**src/design/pqc_pkg.sv**
```systemverilog
package pqc_pkg;

  // Fixed field widths
  localparam int ACTION_BITS     = 2;
  localparam int SEG_INDEX_BITS  = 3;
  localparam int BREAK_BITS      = 8;
  localparam int PIXEL_PORT_BITS = 8;
  localparam int COEFF_BITS      = 32;
  localparam int VALUE_BITS      = 32;
  localparam int SEGCNT_BITS     = 4;
  localparam int CFG_INDEX_BITS  = 1;
  localparam int CFG_DATA_BITS   = 32;

  // Parameter defaults
  localparam int DEF_MAX_SEGMENTS = 8;
  localparam int DEF_PIXEL_BITS   = 8;

  // Queue between front and back
  localparam int QUEUE_DEPTH    = 4;
  localparam int QUEUE_PTR_BITS = $clog2(QUEUE_DEPTH);
  localparam int QUEUE_CNT_BITS = $clog2(QUEUE_DEPTH + 1);

  // Datapath widths of the polynomial evaluation
  localparam int SQ_BITS    = 2 * PIXEL_PORT_BITS;
  localparam int LINX_BITS  = COEFF_BITS + PIXEL_PORT_BITS + 1;
  localparam int QX_BITS    = COEFF_BITS + SQ_BITS + 1;
  localparam int FRAC_DROP  = 12;
  localparam int LIN_SHIFT  = 4;
  localparam int SUM_BITS   = QX_BITS + 3;
  localparam int Q_BITS     = SUM_BITS - FRAC_DROP;

  typedef enum logic [ACTION_BITS-1:0] {
    ACT_CONVERT    = 2'd0,
    ACT_WRITE_SEG  = 2'd1,
    ACT_MARK_BAD   = 2'd2,
    ACT_CLEAR_MARK = 2'd3
  } action_t;

  typedef enum logic [CFG_INDEX_BITS-1:0] {
    REG_SEGMENT_COUNT    = 1'd0,
    REG_BAD_OUTPUT_VALUE = 1'd1
  } cfg_reg_t;

  // One classified convert item, segment already resolved
  typedef struct packed {
    logic                         bad;
    logic [PIXEL_PORT_BITS-1:0]   x;
    logic signed [COEFF_BITS-1:0] offset;
    logic signed [COEFF_BITS-1:0] linear;
    logic signed [COEFF_BITS-1:0] quad;
  } conv_t;

endpackage

```
**src/design/pqc_queue.sv**
```systemverilog
module pqc_queue (
  input  logic          clk,
  input  logic          rst,
  input  logic          push,
  input  pqc_pkg::conv_t din,
  output logic          full,
  input  logic          pop,
  output pqc_pkg::conv_t dout,
  output logic          empty
);
  import pqc_pkg::*;

  conv_t                     mem [QUEUE_DEPTH];
  logic [QUEUE_PTR_BITS-1:0] wr_ptr;
  logic [QUEUE_PTR_BITS-1:0] rd_ptr;
  logic [QUEUE_CNT_BITS-1:0] count;

  assign full  = (count == QUEUE_CNT_BITS'(QUEUE_DEPTH));
  assign empty = (count == '0);
  assign dout  = mem[rd_ptr];

  always_ff @(posedge clk) begin
    if (push) begin
      mem[wr_ptr] <= din;
    end
  end

  always_ff @(posedge clk) begin
    if (rst) begin
      wr_ptr <= '0;
      rd_ptr <= '0;
      count  <= '0;
    end else begin
      if (push) begin
        wr_ptr <= wr_ptr + 1'b1;
      end
      if (pop) begin
        rd_ptr <= rd_ptr + 1'b1;
      end
      case ({push, pop})
        2'b10:   count <= count + 1'b1;
        2'b01:   count <= count - 1'b1;
        default: count <= count;
      endcase
    end
  end

  a_no_overfill: assert property (@(posedge clk) disable iff (rst)
    count <= QUEUE_CNT_BITS'(QUEUE_DEPTH))
    else $error("queue count above depth");

  a_no_push_full: assert property (@(posedge clk) disable iff (rst)
    !(push && full))
    else $error("push into full queue");

  a_no_pop_empty: assert property (@(posedge clk) disable iff (rst)
    !(pop && empty))
    else $error("pop from empty queue");

  a_count_track: assert property (@(posedge clk) disable iff (rst)
    (push && !pop) |=> (count == $past(count) + 1'b1))
    else $error("queue count did not advance on push");

endmodule

```
**src/design/pqc_front.sv**
```systemverilog
module pqc_front #(
  parameter int MAX_SEGMENTS = pqc_pkg::DEF_MAX_SEGMENTS,
  parameter int PIXEL_BITS   = pqc_pkg::DEF_PIXEL_BITS
) (
  input  logic                                  clk,
  input  logic                                  rst,
  input  logic                                  push,
  output logic                                  full,
  input  logic [pqc_pkg::ACTION_BITS-1:0]       action,
  input  logic [pqc_pkg::SEG_INDEX_BITS-1:0]    seg_index,
  input  logic [pqc_pkg::BREAK_BITS-1:0]        breakpoint,
  input  logic signed [pqc_pkg::COEFF_BITS-1:0] offset_coeff,
  input  logic signed [pqc_pkg::COEFF_BITS-1:0] linear_coeff,
  input  logic signed [pqc_pkg::COEFF_BITS-1:0] quad_coeff,
  input  logic [pqc_pkg::PIXEL_PORT_BITS-1:0]   pixel,
  input  logic [pqc_pkg::SEGCNT_BITS-1:0]       segment_count,
  output logic                                  q_push,
  output pqc_pkg::conv_t                        q_data,
  input  logic                                  q_full
);
  import pqc_pkg::*;

  localparam int XW = (PIXEL_BITS < PIXEL_PORT_BITS) ? PIXEL_BITS : PIXEL_PORT_BITS;
  localparam int MARK_DEPTH = 1 << XW;
  localparam int IW = (MAX_SEGMENTS > 1) ? $clog2(MAX_SEGMENTS) : 1;
  localparam int NW = $clog2(MAX_SEGMENTS + 1);

  // Segment table: breakpoints compared in parallel, coefficients read at one index
  logic [BREAK_BITS-1:0]        seg_breaks  [MAX_SEGMENTS];
  logic signed [COEFF_BITS-1:0] seg_offsets [MAX_SEGMENTS];
  logic signed [COEFF_BITS-1:0] seg_linears [MAX_SEGMENTS];
  logic signed [COEFF_BITS-1:0] seg_quads   [MAX_SEGMENTS];
  logic [MARK_DEPTH-1:0]        bad_marks;

  // Classify stage
  logic                         a_valid;
  action_t                      a_action;
  logic [SEG_INDEX_BITS-1:0]    a_seg_index;
  logic [BREAK_BITS-1:0]        a_break;
  logic signed [COEFF_BITS-1:0] a_off;
  logic signed [COEFF_BITS-1:0] a_lin;
  logic signed [COEFF_BITS-1:0] a_quad;
  logic [XW-1:0]                a_px;

  logic          accept;
  logic          a_stall;
  logic          a_go;
  logic          slot_ok;
  logic [IW-1:0] wr_slot;
  logic [NW-1:0] n_use;
  logic [IW-1:0] seg_sel;

  assign a_stall = (a_action == ACT_CONVERT) && q_full;
  assign full    = a_valid && a_stall;
  assign accept  = push && !full;
  assign a_go    = a_valid && !a_stall;
  assign slot_ok = (32'(a_seg_index) < MAX_SEGMENTS);
  assign wr_slot = IW'(a_seg_index);

  always_ff @(posedge clk) begin
    if (rst) begin
      a_valid <= 1'b0;
    end else if (accept) begin
      a_valid <= 1'b1;
    end else if (a_go) begin
      a_valid <= 1'b0;
    end
  end

  always_ff @(posedge clk) begin
    if (accept) begin
      a_action    <= action_t'(action);
      a_seg_index <= seg_index;
      a_break     <= breakpoint;
      a_off       <= offset_coeff;
      a_lin       <= linear_coeff;
      a_quad      <= quad_coeff;
      a_px        <= pixel[XW-1:0];
    end
  end

  // Commit table writes in item order
  always_ff @(posedge clk) begin
    if (a_go && (a_action == ACT_WRITE_SEG) && slot_ok) begin
      seg_breaks[wr_slot]  <= a_break;
      seg_offsets[wr_slot] <= a_off;
      seg_linears[wr_slot] <= a_lin;
      seg_quads[wr_slot]   <= a_quad;
    end
  end

  always_ff @(posedge clk) begin
    if (rst) begin
      bad_marks <= '0;
    end else if (a_go && (a_action == ACT_MARK_BAD)) begin
      bad_marks[a_px] <= 1'b1;
    end else if (a_go && (a_action == ACT_CLEAR_MARK)) begin
      bad_marks[a_px] <= 1'b0;
    end
  end

  // Clamp segment count to 1..MAX_SEGMENTS
  always_comb begin
    if (segment_count == '0) begin
      n_use = NW'(1);
    end else if (32'(segment_count) > MAX_SEGMENTS) begin
      n_use = NW'(MAX_SEGMENTS);
    end else begin
      n_use = NW'(segment_count);
    end
  end

  // Leading run of exceeded breakpoints, clamped to the last segment in use
  always_comb begin
    seg_sel = IW'(n_use - 1'b1);
    for (int i = MAX_SEGMENTS - 1; i >= 0; i--) begin
      if ((NW'(i + 1) < n_use) && !(PIXEL_PORT_BITS'(a_px) > seg_breaks[i])) begin
        seg_sel = IW'(i);
      end
    end
  end

  assign q_push        = a_valid && (a_action == ACT_CONVERT) && !q_full;
  assign q_data.bad    = bad_marks[a_px];
  assign q_data.x      = PIXEL_PORT_BITS'(a_px);
  assign q_data.offset = seg_offsets[seg_sel];
  assign q_data.linear = seg_linears[seg_sel];
  assign q_data.quad   = seg_quads[seg_sel];

endmodule

```
**src/design/pqc_back.sv**
```systemverilog
module pqc_back (
  input  logic                                  clk,
  input  logic                                  rst,
  input  pqc_pkg::conv_t                        q_data,
  input  logic                                  q_empty,
  output logic                                  q_pop,
  input  logic signed [pqc_pkg::VALUE_BITS-1:0] bad_output_value,
  input  logic                                  pop,
  output logic                                  empty,
  output logic signed [pqc_pkg::VALUE_BITS-1:0] value,
  output logic                                  is_bad,
  output logic                                  saturated
);
  import pqc_pkg::*;

  logic en;

  // Stage 1: linear product and pixel square
  logic                         b1_valid;
  logic                         b1_bad;
  logic signed [COEFF_BITS-1:0] b1_off;
  logic signed [COEFF_BITS-1:0] b1_quad;
  logic signed [LINX_BITS-1:0]  b1_linx;
  logic [SQ_BITS-1:0]           b1_sq;

  // Stage 2: quadratic product
  logic                         b2_valid;
  logic                         b2_bad;
  logic signed [COEFF_BITS-1:0] b2_off;
  logic signed [LINX_BITS-1:0]  b2_linx;
  logic signed [QX_BITS-1:0]    b2_qx;

  logic                         out_valid;
  logic signed [SUM_BITS-1:0]   sum;
  logic signed [Q_BITS-1:0]     q16;
  logic                         ovf;
  logic signed [VALUE_BITS-1:0] clipped;

  assign en    = !out_valid || pop;
  assign q_pop = en && !q_empty;
  assign empty = !out_valid;

  always_ff @(posedge clk) begin
    if (rst) begin
      b1_valid  <= 1'b0;
      b2_valid  <= 1'b0;
      out_valid <= 1'b0;
    end else if (en) begin
      b1_valid  <= q_pop;
      b2_valid  <= b1_valid;
      out_valid <= b2_valid;
    end
  end

  always_ff @(posedge clk) begin
    if (en) begin
      b1_bad  <= q_data.bad;
      b1_off  <= q_data.offset;
      b1_quad <= q_data.quad;
      b1_linx <= LINX_BITS'(q_data.linear) * LINX_BITS'($signed({1'b0, q_data.x}));
      b1_sq   <= SQ_BITS'(q_data.x) * SQ_BITS'(q_data.x);
      b2_bad  <= b1_bad;
      b2_off  <= b1_off;
      b2_linx <= b1_linx;
      b2_qx   <= QX_BITS'(b1_quad) * QX_BITS'($signed({1'b0, b1_sq}));
    end
  end

  // Exact sum in Q.28, floor to Q23.16, clip to 32 bits
  always_comb begin
    sum = (SUM_BITS'(b2_off) <<< FRAC_DROP)
        + (SUM_BITS'(b2_linx) <<< LIN_SHIFT)
        + SUM_BITS'(b2_qx);
    q16 = sum[SUM_BITS-1:FRAC_DROP];
    ovf = !((&q16[Q_BITS-1:VALUE_BITS-1]) || !(|q16[Q_BITS-1:VALUE_BITS-1]));
    if (!ovf) begin
      clipped = q16[VALUE_BITS-1:0];
    end else if (q16[Q_BITS-1]) begin
      clipped = {1'b1, {(VALUE_BITS-1){1'b0}}};
    end else begin
      clipped = {1'b0, {(VALUE_BITS-1){1'b1}}};
    end
  end

  always_ff @(posedge clk) begin
    if (en) begin
      if (b2_bad) begin
        value     <= bad_output_value;
        is_bad    <= 1'b1;
        saturated <= 1'b0;
      end else begin
        value     <= clipped;
        is_bad    <= 1'b0;
        saturated <= ovf;
      end
    end
  end

endmodule

```
**src/design/piecewise_quadratic_calibrator.sv**
```systemverilog
// Path: a convert item is registered in the classify stage, written to the
//   queue, then moves through stage 1, stage 2 and the result register.
// Throughput: one item per cycle when nothing downstream stalls; the two multiplier
//   stages and the four-entry queue between classify and evaluate pipeline fully.
// Reset (rst, synchronous): clears all bad marks, sets segment_count to 1 and
//   bad_output_value to 0; segment slots hold garbage until written.
module piecewise_quadratic_calibrator #(
  parameter int MAX_SEGMENTS = pqc_pkg::DEF_MAX_SEGMENTS,
  parameter int PIXEL_BITS   = pqc_pkg::DEF_PIXEL_BITS
) (
  input  logic                                   clk,
  input  logic                                   rst,
  input  logic                                   push,
  output logic                                   full,
  input  logic [pqc_pkg::ACTION_BITS-1:0]        action,
  input  logic [pqc_pkg::SEG_INDEX_BITS-1:0]     seg_index,
  input  logic [pqc_pkg::BREAK_BITS-1:0]         breakpoint,
  input  logic signed [pqc_pkg::COEFF_BITS-1:0]  offset_coeff,
  input  logic signed [pqc_pkg::COEFF_BITS-1:0]  linear_coeff,
  input  logic signed [pqc_pkg::COEFF_BITS-1:0]  quad_coeff,
  input  logic [pqc_pkg::PIXEL_PORT_BITS-1:0]    pixel,
  output logic                                   empty,
  input  logic                                   pop,
  output logic signed [pqc_pkg::VALUE_BITS-1:0]  value,
  output logic                                   is_bad,
  output logic                                   saturated,
  input  logic                                   cfg_valid,
  output logic                                   cfg_ready,
  input  logic [pqc_pkg::CFG_INDEX_BITS-1:0]     cfg_index,
  input  logic [pqc_pkg::CFG_DATA_BITS-1:0]      cfg_data
);
  import pqc_pkg::*;

  // Configuration registers
  logic [SEGCNT_BITS-1:0]       segment_count;
  logic signed [VALUE_BITS-1:0] bad_output_value;

  // Front to queue, queue to back
  logic  fq_push;
  conv_t fq_data;
  logic  fq_full;
  logic  qb_pop;
  conv_t qb_data;
  logic  qb_empty;

  // Config writes take effect at the next clock edge; the channel never back-pressures.
  assign cfg_ready = 1'b1;

  always_ff @(posedge clk) begin
    if (rst) begin
      segment_count    <= SEGCNT_BITS'(1);
      bad_output_value <= '0;
    end else if (cfg_valid && cfg_ready) begin
      case (cfg_reg_t'(cfg_index))
        REG_SEGMENT_COUNT:    segment_count    <= cfg_data[SEGCNT_BITS-1:0];
        REG_BAD_OUTPUT_VALUE: bad_output_value <= cfg_data[VALUE_BITS-1:0];
        default: begin
          // drop writes to unmapped indexes
        end
      endcase
    end
  end

  // Front: register each beat, commit table and mark updates in order,
  // resolve the segment and fetch its coefficients for convert beats.
  pqc_front #(
    .MAX_SEGMENTS (MAX_SEGMENTS),
    .PIXEL_BITS   (PIXEL_BITS)
  ) u_front (
    .clk           (clk),
    .rst           (rst),
    .push          (push),
    .full          (full),
    .action        (action),
    .seg_index     (seg_index),
    .breakpoint    (breakpoint),
    .offset_coeff  (offset_coeff),
    .linear_coeff  (linear_coeff),
    .quad_coeff    (quad_coeff),
    .pixel         (pixel),
    .segment_count (segment_count),
    .q_push        (fq_push),
    .q_data        (fq_data),
    .q_full        (fq_full)
  );

  // Decouple classification from evaluation so either side can stall alone.
  pqc_queue u_queue (
    .clk   (clk),
    .rst   (rst),
    .push  (fq_push),
    .din   (fq_data),
    .full  (fq_full),
    .pop   (qb_pop),
    .dout  (qb_data),
    .empty (qb_empty)
  );

  // Back: two multiply stages, then sum, floor, clip into the result register.
  pqc_back u_back (
    .clk              (clk),
    .rst              (rst),
    .q_data           (qb_data),
    .q_empty          (qb_empty),
    .q_pop            (qb_pop),
    .bad_output_value (bad_output_value),
    .pop              (pop),
    .empty            (empty),
    .value            (value),
    .is_bad           (is_bad),
    .saturated        (saturated)
  );

endmodule
```
**config.mk**
```make
export PLATFORM = sky130hd
export DESIGN_NAME = piecewise_quadratic_calibrator
export DESIGN_NICKNAME = d
export VERILOG_FILES = /design/src/design/pqc_pkg.sv /design/src/design/pqc_queue.sv /design/src/design/pqc_front.sv /design/src/design/pqc_back.sv /design/src/design/piecewise_quadratic_calibrator.sv
export SDC_FILE = /design/constraint.sdc
export NUM_CORES = 2
export LEC_CHECK = 0
export BUFFER_PORTS_ARGS = -buffer_cell sky130_fd_sc_hd__buf_2
export CAP_MARGIN = 5
export CORE_MARGIN = 5
export CORE_UTILIZATION = 60
export CTS_CLUSTER_DIAMETER = 80
export DETAILED_ROUTE_END_ITERATION = 7
export PLACE_DENSITY = 0.77
export SETUP_SLACK_MARGIN = 0.1
export SKIP_CTS_REPAIR_TIMING = 1
export SYNTH_ARGS = -nofsm -noshare
export SYNTH_HDL_FRONTEND = slang
export SYNTH_SLANG_ARGS = --single-unit
export TNS_END_PERCENT = 1
```
**constraint.sdc**
```tcl
create_clock -name clk -period 11.2 [get_ports clk]
set_input_delay 2.24 -clock clk [delete_from_list [all_inputs] [get_ports clk]]
set_output_delay 2.24 -clock clk [all_outputs]
set_load 0.1 [all_outputs]
```
==> impl_metrics.tcl <==
set metrics [dict create \
    async_reset_ff_share_pct 0 \
    maxCapViolCount 0 \
    die_width_um 429.8 \
    rows 154 \
    clock-sinks 1948 \
    crit_arrival_ns 8.70 \
    clkLatencyLatePin_ns 0.84 \
    grt_max_degree 245 \
    setup_viol 0 \
    worst-path-stages 24 \
    drt-total-wl_um 254800 \
    cpLargestDelayFamily "compound AO/OA/AOI/OAI gates" \
    fin_cells 10930 \
    cts_made_buffers 189 \
    path_clk_slew_ns 0.07 \
    synthCells 8434 \
    synth_ff_type "edfxtp_1" \
    min_period_ns 8.135 \
    fillCellCount 12200 \
    period_share_pct 72.63 \
    ys_warn_count 0 \
    via_count 67780 \
    slew_headroom_pct 6.935 \
    slew_viol_final 0 \
    mostFrequentLayoutCell "edfxtp_1" \
    met1_usage_pct 39.02 \
    endpoint_kind "register" \
    pin_count 192 \
    cts_tree "done" \
    gp_congestion 0.8973 \
    antenna_found_initial 7 \
    cts-root-buf "clkbuf_16" \
    grt_pass1_wl_um 396900 \
    rrSetupSlack_ns 3.07 \
    avgSynthCellArea_sq_um 12.54 \
    skew_ns 0.03717 \
    met2_usage_pct 43.93 \
    dr.pass1.iters 6 \
    track_usage_pct 27.56 \
    dieHeight_um 429.8 \
    worst_pin_slew_ns 1.387 \
    fmax_mhz 122.9 \
    hp-class "reg2reg" \
    areaGrowthSynthToFinish_pct 9.001 \
    path_cells "buf_4 > mux2_2 > o21ai_0 > nor2_1 > fa_1 > inv_1 > fa_1 > inv_1 > fa_1 > inv_1 > fa_1 > inv_1 > ha_1 > a21oi_1 > nor3b_1 > a21oi_1 > a311o_1 > nor2b_4 > o41a_1 > a41o_1 > o311a_1 > a2111oi_4 > a21oi_1 > xnor2_1" \
    grt_util_met3_pct 4.829 \
    max_stage_delay_ns 0.68 \
    grt.busiest_layer "met2" \
    synth.cell_area_sq_um 105700 \
    drt_iter0_drc 7944 \
    wl_per_cell_um 23.32 \
    r2r_cells 24 \
    rsz0062_at_grt "no" \
    drc 0 \
    drive_above_1_share_pct 10.60 \
    hold_depth 0 \
    start_util_pct 60.17 \
    cts_buffer_depth 3 \
    grt-ovfl-total 0 \
    multi_input_area_sq_um 44870 \
    cp_slowest_cell "buf_4" \
    register_area_sq_um 55450 \
    core_sq_um 175700 \
    fin_tns_setup_ns 0 \
    nets 9679 \
    postRouteAntennaNets 0 \
    cts_max_level 4 \
    startpoint_type "register" \
    dpl.cell_count 10580 \
    synth_edf_count 1643 \
    post_drt_via_cell_ratio 6.203 \
    grt_pass1_vias 69440 \
    hold_viol 0 \
    die_area_sq_um 184700 \
    crit_fanout 56 \
    port_buffers 190 \
    synth-seq-cells 1948 \
    path_buf_inv 5 \
    status "finished, final reports clean" \
    critical_path_class "reg2reg" \
    critPathRequiredTime_ns 11.77 \
    synth_cell_types 78 \
    final_cell_mix "1643 x edfxtp_1, 1049 x inv_1, 815 x nand2_1" \
    synth-seq-area-share_pct 52.44 \
    dp.final_hpwl_um 162200 \
]
-- layer usage --
layer | vias to the layer above | part of all wire, %
met4 | 0 | 3.1
met3 | 499 | 9.6
met1 | 34010 | 40
li1 | 29800 | -
met2 | 3473 | 47
met5 | - | 0
-- metrics by stage --
step	worst slack, ns	instance area (sq um)	hold WS, ns	utilization (%)
floorplan	2.434	105700	0.4003	-
global placement	3.258	109100	0.4047	62.07
detailed placement	3.167	109100	0.4045	62.07
CTS	3.141	115200	0.4182	65.56
global route	2.575	115200	0.4252	65.58
finish	3.065	115200	0.4129	65.58
-- area by class of cell --
cell class | instances | area share (%)
multi-input combinational | 4937 | 38.93
sequential | 1948 | 48.11
antenna | 2 | 0.004343
timing repair buffer | 306 | 1.664
clock buffer | 231 | 4.271
tap | 2340 | 2.540
inverter | 1050 | 3.426
clock inverter | 113 | 1.050
-- sequential cells by signal, indices dropped and copies added, names as in the netlist, 41 cells and up, named ones only --
signal and flops:
u_back.b2_qx 45, u_queue.mem 420, u_front.seg_quads 256, u_back.b2_linx 41, u_front.seg_breaks 64, u_front.bad_marks 256
u_front.seg_linears 256, u_front.seg_offsets 256, u_back.b1_linx 41
-- kinds of logic after synthesis --
| group | count (synthesis) | share of synthesized area, % |
|---|---|---|
| xor gates and xnor gates | 145 | 1.201 |
| adders and majority gates | 1092 | 18.01 |
| DFF | 1948 | 52.44 |
| muxes | 241 | 4.071 |
| other | 2 | 0.007103 |
| buffers and inverters | 1551 | 5.520 |
| AOI/OAI and AO/OA | 1547 | 10.44 |
| and+or+nand+nor | 1908 | 8.319 |
-- worst register-to-register path, stage by stage, from the launching register on --
cell and delay, ns:
dfxtp_4 0.54, buf_4 0.69, mux2_2 0.47, o21ai_0 0.49, nor2_1 0.14, fa_1 0.56
inv_1 0.06, fa_1 0.52, inv_1 0.05, fa_1 0.48, inv_1 0.05, fa_1 0.47
inv_1 0.04, ha_1 0.33, a21oi_1 0.22, nor3b_1 0.32, a21oi_1 0.18, a311o_1 0.45
nor2b_4 0.16, o41a_1 0.41, a41o_1 0.31, o311a_1 0.38, a2111oi_4 0.32, a21oi_1 0.14
xnor2_1 0.14
-- cells in the mapped netlist, types with 33 or more instances --
cell	count	area [sq um]
a21oi_1	436	2182
buf_1	34	127.6
a2111oi_0	99	867.1
nor3_1	46	230.2
xnor2_1	99	867.1
nor2_1	420	1577
and2_1	353	2208
xor2_1	46	402.9
mux2_2	42	473.0
a311oi_1	338	2960
a21o_1	68	510.5
a211oi_1	101	758.2
nand4_1	33	206.5
edfxtp_1	1643	49340
mux2i_1	52	520.5
o21a_1	63	473.0
nand2_1	817	3067
o21ai_0	88	440.4
mux4_2	147	3311
inv_1	1050	3941
clkbuf_1	457	1715
and3_1	108	675.7
a22oi_1	98	735.7
a31o_2	65	569.3
ha_1	376	4705
fa_1	716	14330
dfxtp_1	305	6106
-- final timing paths --
path	to	startpoint
worst min register to register	u_back.b2_bad$_DFFE_PP_	u_back.b1_bad$_DFFE_PP_
worst max register to register	u_back.b1_linx[40]$_DFFE_PP_	register
worst min-delay path	u_back.b2_bad$_DFFE_PP_	u_back.b1_bad$_DFFE_PP_
worst max-delay path	u_back.b1_linx[40]$_DFFE_PP_	register
Power is not shown: default switching activity piles up to over one toggle a cycle in this logic, so the estimate is an artifact.
